### config.mk
export PLATFORM = sky130hd
export DESIGN_NAME = lnbw_front
export DESIGN_NICKNAME = d
export VERILOG_FILES = /design/src/rtl/lnbw_pkg.sv /design/src/rtl/lnbw_front.sv
export SDC_FILE = /design/constraint.sdc
export NUM_CORES = 1
export LEC_CHECK = 0
export ABC_AREA = 1
export BUFFER_PORTS_ARGS = -buffer_cell sky130_fd_sc_hd__buf_2
export CAP_MARGIN = 10
export CORE_MARGIN = 10
export CORE_UTILIZATION = 25
export CTS_CLUSTER_SIZE = 16
export DETAILED_ROUTE_END_ITERATION = 10
export SLEW_MARGIN = 20
export SYNTH_ARGS = -nofsm -noshare
export SYNTH_HDL_FRONTEND = slang
export SYNTH_SLANG_ARGS = --single-unit
### constraint.sdc
create_clock -name clk -period 3.05 [get_ports clk]
set_input_delay 0.1525 -clock clk [delete_from_list [all_inputs] [get_ports clk]]
set_output_delay 0.1525 -clock clk [all_outputs]
set_load 0.02 [all_outputs]
### src/rtl/lnbw_pkg.sv
// shared types and constants for the longest non-negative balance window block
// no dependencies; imported by the front, back and top level modules
`default_nettype none

package lnbw_pkg;

  // fixed field widths of the channels
  localparam int unsigned AMOUNT_BITS  = 32;
  localparam int unsigned CFG_BITS     = 32;
  localparam int unsigned POS_OUT_BITS = 11;

  // classification that the front attaches to each queued word
  typedef struct packed {
    logic last;   // final word of a sequence
    logic skip;   // arrived past capacity, only flags overflow
    logic first;  // opens a sequence, balance reloads
  } item_flags_t;

endpackage : lnbw_pkg

`default_nettype wire

### src/rtl/lnbw_front.sv
// front end: input handshake, position counting, classification and a
// two-entry queue towards the back end; depends on lnbw_pkg
`default_nettype none

module lnbw_front import lnbw_pkg::*; #(
  parameter int unsigned MAX_ITEMS = 1024,
  localparam int unsigned PW = $clog2(MAX_ITEMS + 1)
) (
  input  wire logic                          clk,
  input  wire logic                          rst,
  input  wire logic                          in_valid,
  output logic                               in_stall,
  input  wire logic signed [AMOUNT_BITS-1:0] amount,
  input  wire logic                          last_item,
  output logic                               q_valid,
  input  wire logic                          q_pop,
  output logic signed [AMOUNT_BITS-1:0]      q_amount,
  output item_flags_t                        q_flags,
  output logic [PW-1:0]                      q_pos
);

  logic [PW-1:0]                 pos_cnt;
  logic signed [AMOUNT_BITS-1:0] slot_amount [2];
  item_flags_t                   slot_flags  [2];
  logic [PW-1:0]                 slot_pos    [2];
  logic                          wr_ptr;
  logic                          rd_ptr;
  logic [1:0]                    count;
  logic                          accept;
  logic                          pop;
  item_flags_t                   flags_in;

  // queue full holds off the sender
  assign in_stall = (count == 2'd2);
  assign accept   = in_valid && !in_stall;
  assign pop      = q_pop && q_valid;

  // classify the incoming word
  always_comb begin
    flags_in.last  = last_item;
    flags_in.skip  = (pos_cnt == PW'(MAX_ITEMS));
    flags_in.first = (pos_cnt == '0);
  end

  // position counter, cleared by the last word of a sequence
  always_ff @(posedge clk) begin
    if (rst) begin
      pos_cnt <= '0;
    end else if (accept) begin
      if (last_item) begin
        pos_cnt <= '0;
      end else if (!flags_in.skip) begin
        pos_cnt <= pos_cnt + 1'b1;
      end
    end
  end

  // queue storage
  always_ff @(posedge clk) begin
    if (accept) begin
      slot_amount[wr_ptr] <= amount;
      slot_flags[wr_ptr]  <= flags_in;
      slot_pos[wr_ptr]    <= pos_cnt + 1'b1;
    end
  end

  // queue pointers and fill level
  always_ff @(posedge clk) begin
    if (rst) begin
      wr_ptr <= 1'b0;
      rd_ptr <= 1'b0;
      count  <= 2'd0;
    end else begin
      if (accept) begin
        wr_ptr <= ~wr_ptr;
      end
      if (pop) begin
        rd_ptr <= ~rd_ptr;
      end
      if (accept && !pop) begin
        count <= count + 2'd1;
      end else if (pop && !accept) begin
        count <= count - 2'd1;
      end
    end
  end

  assign q_valid  = (count != 2'd0);
  assign q_amount = slot_amount[rd_ptr];
  assign q_flags  = slot_flags[rd_ptr];
  assign q_pos    = slot_pos[rd_ptr];

endmodule : lnbw_front

`default_nettype wire

==> metrics.txt, run 1 <==
critical setup path kind=flop to flop; core area=between 15000 and 20000 um^2; row count=48; Clock Pin Slew Worst Setup and Hold Paths=about 70 ps; TNS Setup=0 ps; first-pass GRT wire length=approximately 15000 um; area grow syn2layout=29.5%; Slowest-stage cell, CP=nor2_4; Worst slew margin=0.513; GRT Total Usage=0.0803; Hold Path Class=input port to flop; Final ANT Viol Nets=0; antenna violations before repair=0; initial core utilization=0.253; Distinct cells, synth=21; Slew @ Worst Pin=~730 ps; Synth Flop Type=edfxtp_1; largest area contributor in the netlist=edfxtp_1; H-tree depth=3; Clock Path Buffers=2; layout cells sized above 1=0.357; unrepaired setup endpoints after global routing=false; GRT overflow=0; Pre-antenna DRT Iters=4; CTS Buf Count=9; Die Width=~150 um; pre-CTS setup slack=922 ps; Setup Skew=around 9 ps; vias in the first global route=around 2800; final wirelength=just over 9000 um; asr flop ratio synth=0; critical path fanouts, max=24; syn avg cell area=13.7 um^2; Detailed Route Iter0 Violations=roughly 110; Final HPWL DP=around 6500 um; WP data required=between 3000 and 4000 ps; Die H=roughly 150 um; area taken by multi-input logic gates=between 1000 and 1500 um^2; Ports=85; clock sinks=108; crit-path most repeated cell=nor2_4; Via Count=between 2000 and 3000; clock tree from TritonCTS=done; top post-synthesis cells by count=edfxtp_1 (92), nand2_1 (50), mux2_2 (46), nor2_1 (38), inv_1 (25); max-cap viol count=0; # DRC=0; Avg WL per Cell=approximately 14 um; EDFF count, synth=slightly above 90; gpl congestion=0.853; Synth Warn #=0; Synth Register Bits=~110; CP Buf/Inv Count=3; Area contributors post-synth=edfxtp_1 (63%), mux2_2 (12%), dfxtp_1 (7.4%), nand2_1 (4.3%), nor2_1 (3.3%); static leakage=2.17 nW; via/cell ratio=just over 4; full die area=about 23000 um^2; share of the synthesized area in the top cell type=0.634; buffers added on ports=84; Top Family by Delay on Critical Path=simple AND/OR/NAND/NOR gates; critical path launch point type=flop; Synth Instances=roughly 320; final setup margin=983 ps; sequential area share after synthesis=0.708; Sequential cell area=~3100 um^2; final setup fails=0; Core Util, Final=0.328; outcome=completed; pin count of the biggest net entering global routing=48; worst-path cell chain=inv_2 -> nor2_1 -> nor2_4 -> inv_1 -> nor2_4 -> buf_4; Fillers=1725; achievable frequency=a little under 0.5 GHz; final net count=480; root buffer cell=clkbuf_16; Worst Path Arrival=between 2000 and 2500 ps; fin crit period=about 2100 ps; most frequent cell after synthesis=edfxtp_1; power density cells=between 700 and 800 nW/um^2; Worst VDD drop=about 270 uV; post-cts sizing count=0; post-synth net total=between 300 and 400; later-pin clock latency in the skew report=350 ps; CP peak stage delay=580 ps; Slew Limit Fails=0; n_diodes=0; Critical Path Sink Type=flop; Final Hold Viols=0; period utilization=0.678; Mapped Area=~4400 um^2
==> registers in the layout (all words and copies together), names as in the netlist, named ones only <==
| signal | cells |
|---|---|
| slot_amount | 64 |
| slot_pos | 22 |
| pos_cnt | 11 |
| slot_flags | 6 |
| count | 2 |
| rd_ptr | 1 |
| wr_ptr | 1 |
==> where the power goes <==
part / internal (W) / leakage, nW / switching (W)
clock network: 0.000557 / 0.125 / 0.000524
logic: 0.000486 / 1.05 / 0.000821
registers: 0.00190 / 0.996 / 0.0000847
==> cell usage in the layout, fill, tap and decap left out <==
cell,instances
dfxtp_1,15
nor2_1,36
nor2_4,5
nand2_2,1
nand3_4,1
edfxtp_1,92
nand2_1,50
nand2_4,1
nor3_1,2
dlygate4sd3_1,31
inv_2,1
ha_1,3
inv_6,1
a21oi_1,8
nor2_2,1
dfxtp_2,1
nand3_1,13
buf_4,4
inv_8,1
mux2_2,46
inv_1,25
nand4_1,1
clkbuf_16,9
o21ai_0,8
clkinvlp_4,3
buf_2,84
clkinv_1,2
==> repair_timing <==
action | 4_1_cts | 5_1_grt
setup buffers | 0 | 0
hold endpoints to repair | 62 | 0
hold buffers | 31 | 0
==> layout make-up <==
class,instances,area share
clock inverters,7,0.00888
multi-input cells,176,0.202
flip-flops and latches,108,0.547
inverters,26,0.0173
well taps,225,0.0499
repair buffers,119,0.135
clock buffers,9,0.0400
==> routing by layer <==
metal	global-route usage	part of all wire
met1	0.0867	0.41
met2	0.137	0.52
met3	0.0302	0.052
met4	0.0358	0.017
met5	0	0
==> logic make-up (layout without fill, tap and decap cells) <==
kind of cell / Yosys count / after routing / share of synthesized area
flip-flops: 108 / 108 / 0.708
adder cells (fa/ha/maj): 3 / 3 / 0.00862
multiplexers: 46 / 46 / 0.119
AO/OA/AOI/OAI: 16 / 16 / 0.0184
AND/OR/NAND/NOR: 111 / 111 / 0.112
buffers and inverters: 34 / 161 / 0.0342
==> through the flow <==
step,instances,instance area (um^2),hold WS [ps],total power [W]
2_1_floorplan,318,4360,251,0.00291
3_3_place_gp,623,5050,343,0.00330
3_5_place_dp,623,5050,346,0.00333
4_1_cts,670,5640,19.5,0.00446
5_1_grt,670,5640,17.8,0.00465
6_report,670,5640,31.2,0.00437
==> worst paths after layout <==
kind / start / to / slack (ps) / depth (start not counted)
setup / recovery: count[1]$_SDFFE_PP0P_ / slot_amount[0][22]$_DFFE_PP_ / 980 / 6
hold / removal: amount[31] / slot_amount[0][31]$_DFFE_PP_ / 30 / 1
setup reg to reg: count[1]$_SDFFE_PP0P_ / slot_amount[0][22]$_DFFE_PP_ / 980 / 6
hold reg to reg: rd_ptr$_SDFFE_PP0P_ / flop / 470 / 2
Note: power is estimated with default switching activity, not from simulation.
==> run 2, diff against run 1 <==
- clock period: 3.05 -> 1.9 ns (I/O delays scaled with it)
==> run 2 against run 1 <==
Count of clock-buffer cells in the layout did not move. Combinational power rose by 66%. Clock power rose by 62%. Critical path depth fell by 3. Non-clock buffer count rose by 2. First-iteration DRC count rose by 6.6%. Largest cell class unchanged.
==> metrics.txt, run 2 (same netlist as run 1, synthesis figures left out) <==
final net count=482 (+0.42%); CTS Buf Count=9 (unchanged); Worst Path Arrival=1550 ps (-570 ps); Inst Count DP=624 (+0.16%); unrepaired setup endpoints after global routing=false; biggest regs=slot_amount x64, slot_pos x22, pos_cnt x11; antenna violations before repair=0 (unchanged); Die Width=152 um (unchanged); GRT overflow=0 (unchanged); max-cap viol count=0 (unchanged); Slowest-stage cell, CP=mux2_2; # DRC=0 (unchanged); Clock Pin Slew Worst Setup and Hold Paths=80 ps (about the same); Worst VDD drop=561 uV (+110%); hold_buf cts=32 (+3.2%); core area=17200 um^2 (unchanged); Worst slew margin=0.708 (+0.195); CP Buf/Inv Count=2 (-1); H-tree depth=3 (unchanged); Top Family by Delay on Critical Path=multiplexers; post-cts sizing count=0 (unchanged); pin count of the biggest net entering global routing=47 (-2.1%); Finished Cell Area=5700 um^2 (+1.2%); Setup Skew=6.74 ps (-2.21 ps); achievable frequency=~0.61 GHz; full die area=23100 um^2 (unchanged); first-pass GRT wire length=15100 um (+1.7%); most frequent cells in the layout=edfxtp_1 (92), buf_2 (84), nand2_1 (50); period utilization=0.866; Core Util, Final=0.332 (+0.00379); final setup fails=0 (unchanged); outcome=completed; CP peak stage delay=420 ps (-160 ps); area taken by multi-input logic gates=1140 um^2 (+0.22%); Slew Limit Fails=0 (unchanged); Fillers=1730 (+0.29%); number of flip-flops in the largest register=64 (unchanged); Detailed Route Iter0 Violations=113 (+6.6%); Post-Layout Cell Count=672 (+0.30%); initial core utilization=0.253 (unchanged); root buffer cell=clkbuf_16; Ports=85 (unchanged); final wirelength=9250 um (about the same); Final Hold Viols=0 (unchanged); most flop-heavy register=slot_amount; worst-path cell chain=buf_12 -> mux2_2 -> buf_2; n_diodes=0 (unchanged); row count=48 (unchanged); Critical Path Sink Type=output port; Clock Path Buffers=2 (unchanged); buffers added on ports=84 (unchanged); fin crit period=~1600 ps; gpl congestion=0.834 (-2.2%); postcts setup bufs=0 (unchanged); commonest non-fill, non-tap cell in the layout=edfxtp_1; vias in the first global route=2986 (+6.4%); Final ANT Viol Nets=0 (unchanged); layout cells sized above 1=0.367 (+0.00959); clock tree from TritonCTS=done; TNS Setup=0 ps (unchanged); GRT Total Usage=0.0797 (-0.000604); Slew @ Worst Pin=437 ps (-291 ps); area grow syn2layout=30.9%; Avg WL per Cell=13.8 um (-0.23%); critical path launch point type=flop; total power=0.00713 W (+63%); critical setup path kind=flop to output port; clock sinks=108 (unchanged); Hold Path Class=input port to flop; WP data required=1800 ps (-1300 ps); placed cell area=5100 um^2 (+0.94%); critical path fanouts, max=46 (+92%); later-pin clock latency in the skew report=340 ps (about the same); Via Count=2740 (+0.74%); Sequential cell area=3080 um^2 (unchanged); via/cell ratio=4.08 (+0.44%); Final HPWL DP=6610 um (+1.4%); static leakage=2.21 nW (+1.6%); Die H=152 um (unchanged); power density cells=1250 nW/um^2 (+61%); Pre-antenna DRT Iters=4 (unchanged)
## run 2: cell count changes in the layout (fill, tap and decap cells not counted), moves of 2 or more
cell,delta
buf_12,+3
buf_4,-2
clkinv_1,-2
clkinv_4,+2
clkinvlp_4,-3
inv_6,+3
## run 2: power breakdown
part / internal, W / total [W] / switching [W]
clock network: 0.000910 / 0.00175 / 0.000844
logic: 0.000832 / 0.00218 / 0.00135
registers: 0.00305 / 0.00319 / 0.000142
total: 0.00479 / 0.00713 / 0.00234
## run 2: per-stage QoR
stage                     hold slack (ps)  worst slack [ps]
after CTS                            53.8               223
after floorplan                       194              23.7
final                                58.4               255
after detailed placement              287               341
after global routing                 63.3               128
after global placement                283               413
## run 2: area by class of cell
cell class | count | area share
tap | 225 | 0.0494
timing repair buffer | 121 | 0.143
sequential | 108 | 0.541
inverter | 26 | 0.0171
clock buffer | 9 | 0.0395
clock inverter | 7 | 0.0101
multi-input combinational | 176 | 0.200
## run 2: per-layer routing
layer | routed length (um) | GRT usage | share of wire | vias up
met4 | 117 | 0.0266 | 0.013 | 0
met1 | 3850 | 0.0844 | 0.42 | 1313
li1 | - | - | - | 1354
met5 | 0 | 0 | 0 | -
met2 | 4750 | 0.142 | 0.51 | 64
met3 | 527 | 0.0299 | 0.057 | 9
## run 2: final timing paths
check,start,endpoint,slack (ps),depth (start not counted)
setup / recovery,flop,q_pos[1],260,3
hold / removal,last_item,slot_flags[1][2]$_DFFE_PP_,60,1
setup reg to reg,count[1]$_SDFFE_PP0P_,count[1]$_SDFFE_PP0P_,350,8
hold reg to reg,rd_ptr$_SDFFE_PP0P_,rd_ptr$_SDFFE_PP0P_,490,2
## run 2: worst register-to-register path: cells and delay by family, from the launching register on
family | cells | cell delay [ps]
adders and majority gates | 1 | 310
AOI/OAI and AO/OA | 4 | 450
and+or+nand+nor | 2 | 290
DFF | 1 | 320
buffers and inverters | 1 | 70
